[src/hdl/particle_euler_step_with_plane_bounce_macros.svh]
// ============================================================================
// Assertion macros for the particle Euler step block
// Short forms for concurrent assertions clocked by clk_i and disabled while
// rst_ni is low.
// ============================================================================
`ifndef PARTICLE_EULER_STEP_WITH_PLANE_BOUNCE_MACROS_SVH
`define PARTICLE_EULER_STEP_WITH_PLANE_BOUNCE_MACROS_SVH

// The property must hold at every clock edge outside reset.
`define PES_ASSERT(name, prop, msg) \
  name: assert property (@(posedge clk_i) disable iff (!rst_ni) (prop)) \
    else $error(msg);

// The condition must never be true at a clock edge outside reset.
`define PES_ASSERT_NEVER(name, cond, msg) \
  `PES_ASSERT(name, !(cond), msg)

`endif

[src/hdl/pes_pkg.sv]
// ============================================================================
// Particle Euler step package
// Shared types, register codes, pipeline stage positions and fixed-point
// helper functions.
// ============================================================================
package pes_pkg;

  typedef logic signed [31:0] q16_t;
  typedef logic signed [17:0] norm_t;
  typedef logic signed [49:0] prod_t;

  localparam int unsigned NumStages = 11;
  localparam int unsigned StEuler   = 0;
  localparam int unsigned StBounce  = 3;
  localparam int unsigned StScale   = 8;

  localparam int unsigned CfgIdxW  = 3;
  localparam int unsigned CfgDataW = 32;

  typedef enum logic [CfgIdxW-1:0] {
    RegTimeStep   = 3'd0,
    RegNormalX    = 3'd1,
    RegNormalY    = 3'd2,
    RegNormalZ    = 3'd3,
    RegWallOffset = 3'd4,
    RegWallEnable = 3'd5
  } cfg_reg_e;

  localparam logic [23:0] ResetTimeStep  = 24'd1092;
  localparam norm_t       ResetNormalX   = 18'sd0;
  localparam norm_t       ResetNormalY   = 18'sd65536;
  localparam norm_t       ResetNormalZ   = 18'sd0;
  localparam q16_t        ResetWallOfs   = 32'sd32768;
  localparam logic        ResetWallEn    = 1'b0;

  localparam logic [56:0] BounceRound = 57'd163840;
  localparam logic [33:0] BounceTSat  = 34'd10737418245;
  localparam logic [34:0] Recip5      = 35'd27487790695;

  typedef struct packed {
    logic [23:0] time_step;
    norm_t       normal_x;
    norm_t       normal_y;
    norm_t       normal_z;
    q16_t        wall_offset;
    logic        wall_enable;
  } cfg_t;

  typedef struct packed {
    logic [NumStages-1:0] en;
  } pipe_ctl_t;

  function automatic q16_t sat32(input logic signed [63:0] v);
    q16_t r;
    if (v > 64'sd2147483647) begin
      r = 32'sh7fffffff;
    end else if (v < -64'sd2147483648) begin
      r = 32'sh80000000;
    end else begin
      r = v[31:0];
    end
    return r;
  endfunction

  // Divide by 2^16, rounding to nearest with ties away from zero.
  function automatic logic signed [63:0] rnd16(input logic signed [63:0] v);
    logic [63:0] m;
    m = v[63] ? 64'(-v) : 64'(v);
    m = (m + 64'd32768) >> 16;
    return v[63] ? -$signed(m) : $signed(m);
  endfunction

endpackage

[src/hdl/pes_pipe_ctrl.sv]
// ============================================================================
// Pipeline control
// Valid bits for every stage and the per-stage load enables. A stage loads
// when it is empty or when the stage after it moves, so bubbles close up.
// ============================================================================
`include "particle_euler_step_with_plane_bounce_macros.svh"

module pes_pipe_ctrl (
  input  logic                clk_i,
  input  logic                rst_ni,
  input  logic                in_valid_i,
  output logic                in_stall_o,
  output logic                out_valid_o,
  input  logic                out_stall_i,
  output pes_pkg::pipe_ctl_t  ctl_o
);

  localparam int unsigned N = pes_pkg::NumStages;

  logic [N-1:0] vld_q, vld_d, en;

  always_comb begin
    en[N-1] = !vld_q[N-1] || !out_stall_i;
    for (int k = N - 2; k >= 0; k--) begin
      en[k] = !vld_q[k] || en[k+1];
    end
  end

  always_comb begin
    vld_d[0] = en[0] ? in_valid_i : vld_q[0];
    for (int k = 1; k < N; k++) begin
      vld_d[k] = en[k] ? vld_q[k-1] : vld_q[k];
    end
  end

  always_ff @(posedge clk_i or negedge rst_ni) begin
    if (!rst_ni) begin
      vld_q <= '0;
    end else begin
      vld_q <= vld_d;
    end
  end

  assign ctl_o.en    = en;
  assign in_stall_o  = !en[0];
  assign out_valid_o = vld_q[N-1];

  `PES_ASSERT(a_req_enters, in_valid_i && !in_stall_o |=> vld_q[0],
              "accepted request did not enter the first stage")
  `PES_ASSERT_NEVER(a_stall_only_full, in_stall_o && !(&vld_q),
                    "input stalled while a stage was empty")
  `PES_ASSERT(a_held_stays, (vld_q & $past(vld_q & ~en)) == $past(vld_q & ~en),
              "a held stage lost its request")

endmodule

[config.mk]
export PLATFORM = sky130hd
export DESIGN_NAME = pes_pipe_ctrl
export DESIGN_NICKNAME = d
export VERILOG_FILES = /design/src/hdl/pes_pkg.sv /design/src/hdl/pes_pipe_ctrl.sv
export VERILOG_INCLUDE_DIRS = /design/src /design/src/hdl
export SDC_FILE = /design/constraint.sdc
export NUM_CORES = 1
export LEC_CHECK = 0
export ABC_AREA = 1
export BUFFER_PORTS_ARGS = -buffer_cell sky130_fd_sc_hd__buf_2
export CAP_MARGIN = 20
export CELL_PAD_IN_SITES_DETAIL_PLACEMENT = 0
export CELL_PAD_IN_SITES_GLOBAL_PLACEMENT = 1
export CORE_MARGIN = 2
export CORE_UTILIZATION = 36
export CTS_BUF_LIST = sky130_fd_sc_hd__clkbuf_16
export DETAILED_ROUTE_END_ITERATION = 7
export PLACE_DENSITY_LB_ADDON = 0.1
export SYNTH_ARGS = -nofsm -noshare
export SYNTH_HDL_FRONTEND = slang
export SYNTH_SLANG_ARGS = --single-unit
[constraint.sdc]
create_clock -name clk_i -period 2.8 [get_ports clk_i]
set_clock_uncertainty 0.15 [all_clocks]
set_input_delay 0 -clock clk_i [delete_from_list [all_inputs] [get_ports clk_i]]
set_output_delay 0 -clock clk_i [all_outputs]
set_load 0.01 [all_outputs]
## Word-level counts from Yosys, hierarchy flattened

Index checks and enable logic that the tools add are counted.

| word-level totals | value |
|---|---|
| logic and storage cells | 35 |
| bits in read-only memories | 0 |
| memories | 0 |
| input port bits | 4 |
| memory bits (writable) | 0 |
| latch bits | 0 |
| register bits after elaboration | 11 |
| output and inout port bits | 13 |

| operators by class | value |
|---|---|
| reductions and logical operators | 24 |
| equality and inequality tests | 0 |
| multiply operators | 0 |
| shift-type cells | 0 |
| add/sub/neg operators | 0 |
| div/mod/pow operators | 0 |
| multiplexer cells | 0 |
| order comparisons | 0 |
| bitwise logic cells | 0 |

Operators with widths:

| cell | number |
|---|---|
| 1-bit logical NOT | 13 |
| 1-bit logical OR | 11 |

## Logic depth before layout (Yosys ltp)

| depth | value |
|---|---|
| depth after elaboration | 13 |
| gate-level depth with buffers | 6 |
| mapped depth without buffers | 6 |

## Worst setup path before layout

OpenSTA, ideal clock, no wires.

| path | value |
|---|---|
| path type | register to register |
| start point | register vld_q[10] |
| end point | register vld_q[1] |
| path buffers | 0 |
| clock period less this slack | 1.479 ns |
| data required time | 2.582 ns |
| setup slack | 1.321 ns |
| setup time | 0.068 ns |
| arrival time | 1.261 ns |
| stages on the path, launching flop included | 7 |
| cells stage by stage | dfrtp_1 > nand4_4 > nor2_4 > nand4_4 > nor2_4 > nand3_1 > nand2_1 |

RTL lines:

| what | RTL line | RTL |
|---|---|---|
| start, declared | pes_pipe_ctrl.sv:20 | `logic [N-1:0] vld_q, vld_d, en;` |
| start signal, assigned | pes_pipe_ctrl.sv:40 | `vld_q <= vld_d;` |

## Worst setup path in the final report

| path | value |
|---|---|
| start point | register vld_q[10] |
| end point | output port in_stall_o |

| on the way | value |
|---|---|
| longest elaborated chain between the ends | 13 |

RTL lines:

| what | RTL line | RTL |
|---|---|---|
| 1-bit logical NOT | pes_pipe_ctrl.sv:23 | `en[N-1] = !vld_q[N-1] \|\| !out_stall_i;` |
| 1-bit logical OR | pes_pipe_ctrl.sv:23 |  |
| 1-bit logical OR (10 in a row) | pes_pipe_ctrl.sv:25 | `en[k] = !vld_q[k] \|\| en[k+1];` |
| 1-bit logical NOT | pes_pipe_ctrl.sv:45 | `assign in_stall_o = !en[0];` |
| end, declared | pes_pipe_ctrl.sv:12 | `output logic in_stall_o,` |

No other way between the ends.

==> results_dict.tcl <==
set metrics [dict create \
    critical_path_class "flip-flop to output port" \
    dp.cells 76 \
    firstDrtPassIters 4 \
    power_density_nw_per_um2 921.7 \
    synth_top_area_share_pct 58.51 \
    cp.required_ns 2.65 \
    worst_pin_slew_ns 0.2491 \
    hold_slack_ns 0.01962 \
    die_w_um 40.15 \
    ir_drop_v 0.0004582 \
    start_util_pct 37.56 \
    hpwl_um 589.1 \
    io_buffers 16 \
    setup_tns_ns 0 \
    rsz0062_at_grt "false" \
    synth_xor_xnor_area_share_pct 0 \
    hold_path_class "primary input to async pin" \
    route.detailed.drc 0 \
    slowest_delay_ns 0.40 \
    synth-simple-area-share_pct 31.91 \
    cts_buffers 3 \
    dieArea_um2 1612 \
    htree_levels 1 \
    critPathCaptureType "output port" \
    num_rows 13 \
    syn_to_final_growth_pct 44.15 \
    seq_area_frac_synth_pct 58.51 \
    synth-compound-area-share_pct 0 \
    ant_nets 0 \
    worstPathMaxFanout 5 \
    via_per_inst 4.325 \
    drive_above_1_share_pct 36.76 \
    top_regs "vld_q x11" \
    syn_nets 49 \
    synth_area_um2 470.5 \
    grt_max_degree 12 \
    grt_pass1_vias 304 \
    gp_congestion 0.6010 \
    hold_viol 0 \
    crit_family "simple AND/OR/NAND/NOR gates" \
    wl_per_cell_um 9.542 \
    core_area_um2 1252 \
    grt_antenna_before_repair 0 \
    finalWorstSetupSlack_ns 1.167 \
    fmax_mhz 612.3 \
    post-route-util_pct 54.15 \
    cp-start-kind "flip-flop" \
    period_share_pct 58.32 \
    finalMaxSlewViolations 0 \
    power.leakage_uw 0.0003607 \
    synth_area_leader_cell "dfrtp_1" \
    cts.sinks 11 \
    crit_slowest_cell "dfrtp_1" \
    vias 359 \
    cts_setup_buffers 0 \
    synth.area.top_cells "dfrtp_1, inv_1, nand2_1, nand4_4, nor2_4" \
    drv_cap 0 \
    root_buffer "clkbuf_16" \
    synthMuxAreaShare_pct 0 \
    worstPathCellList "nand4_4, nor2_4, nand4_4, nor2_4, nand4_2, inv_1, buf_2" \
    final_cells 83 \
    syn_avg_cell_area_um2 10.45 \
    yosysWarnings 0 \
    setup_violations 0 \
    grt_pass1_wl_um 1221 \
    overflow 0 \
    synth-seq-cells 11 \
    diodes 0 \
    netlist_instances 45 \
    clkTransAtPathRegs_ns 0.04 \
    fin_nets 73 \
    slew-limit-headroom_pct 83.39 \
    crit_buf_inv 2 \
    clock_latency_ns 0.23 \
    cp.arrival_ns 1.48 \
    status "finished, final reports clean" \
    dieHeight_um 40.15 \
    synthAdderAreaFrac_pct 0 \
    cts_hold_buf 3 \
    period_minus_slack_ns 1.633 \
    cts_tree "done" \
    grt.total_usage_pct 12.51 \
    place_ws_ns 1.393 \
    postRouteWirelength_um 792 \
    fillers 109 \
    max_flop_register "vld_q" \
    drtIter0Drc 1 \
    synth_top_family_by_area "simple AND/OR/NAND/NOR gates" \
    largest_register_ffs 11 \
    io-pin-count 17 \
    yosys.cell_types.count 9 \
    clk_path_buf_depth 2 \
    cts_resized 0 \
]
==> report_power, final <==
group	switching (µW)	internal [µW]	total [µW]	leakage [µW]
Sequential	30.9	192	223	0.000112
Clock	65.2	187	252	0.0000423
Combinational	85.7	63.9	150	0.000207
==> cell usage after synthesis <==
| cell | instances |
|---|---|
| nand4_2 | 1 |
| nand4_4 | 2 |
| inv_1 | 12 |
| or2_2 | 1 |
| nor2_4 | 2 |
| nand2_1 | 12 |
| dfrtp_1 | 11 |
| nand3_1 | 3 |
| or2_1 | 1 |
==> final timing paths <==
kind	from	end	slack, ns	cells after the start
max	vld_q[10]	in_stall_o	1.17	7
min	rst_ni	vld_q[7]	0.02	2
max reg2reg	vld_q[10]	vld_q[0]	1.45	6
min reg2reg	vld_q[3]	vld_q[4]	0.34	2
max in group asynchronous	rst_ni	vld_q[10]	2.28	2
min in group clk_i	vld_q[3]	vld_q[4]	0.34	2
==> area by class of cell <==
type	count	area (µm²)	share of cell area [%]
Sequential cell	11	275.3	40.59
Multi-Input combinational cell	22	150.1	22.14
Timing Repair Buffer	19	110.1	16.24
Clock buffer	3	75.07	11.07
Inverter	12	45.04	6.642
Tap cell	15	18.77	2.768
Clock inverter	1	3.754	0.5535
==> routing by layer <==
metal	global-route usage [%]	part of all wire [%]	wire length, µm
met1	14.29	42	335
met2	16.94	46	364
met3	6.667	9.6	76
met4	10.34	2.1	17
met5	0	0	0
==> cell usage in the layout, fill, tap and decap left out <==
master / n
dlygate4sd3_1: 3
clkbuf_16: 3
inv_1: 13
or2_1: 1
nand2_1: 12
nand4_2: 1
buf_2: 16
nand4_4: 2
or2_2: 1
nor2_4: 2
nand3_1: 3
dfrtp_1: 11
==> kinds of logic (layout without fill, tap and decap cells) <==
| logic type | count (synthesis) | count (layout) |
|---|---|---|
| buf+inv | 12 | 35 |
| flops | 11 | 11 |
| simple gates | 22 | 22 |
==> metrics by stage <==
stage / area (µm²) / power, µW
6_report: 678.2 / 625.0
5_1_grt: 678.2 / 667.7
2_1_floorplan: 470.5 / 321.5
4_1_cts: 678.2 / 637.3
3_3_place_gp: 569.3 / 375.6
3_5_place_dp: 569.3 / 375.4
No activity file was read; power rests on OpenSTA's default activity.
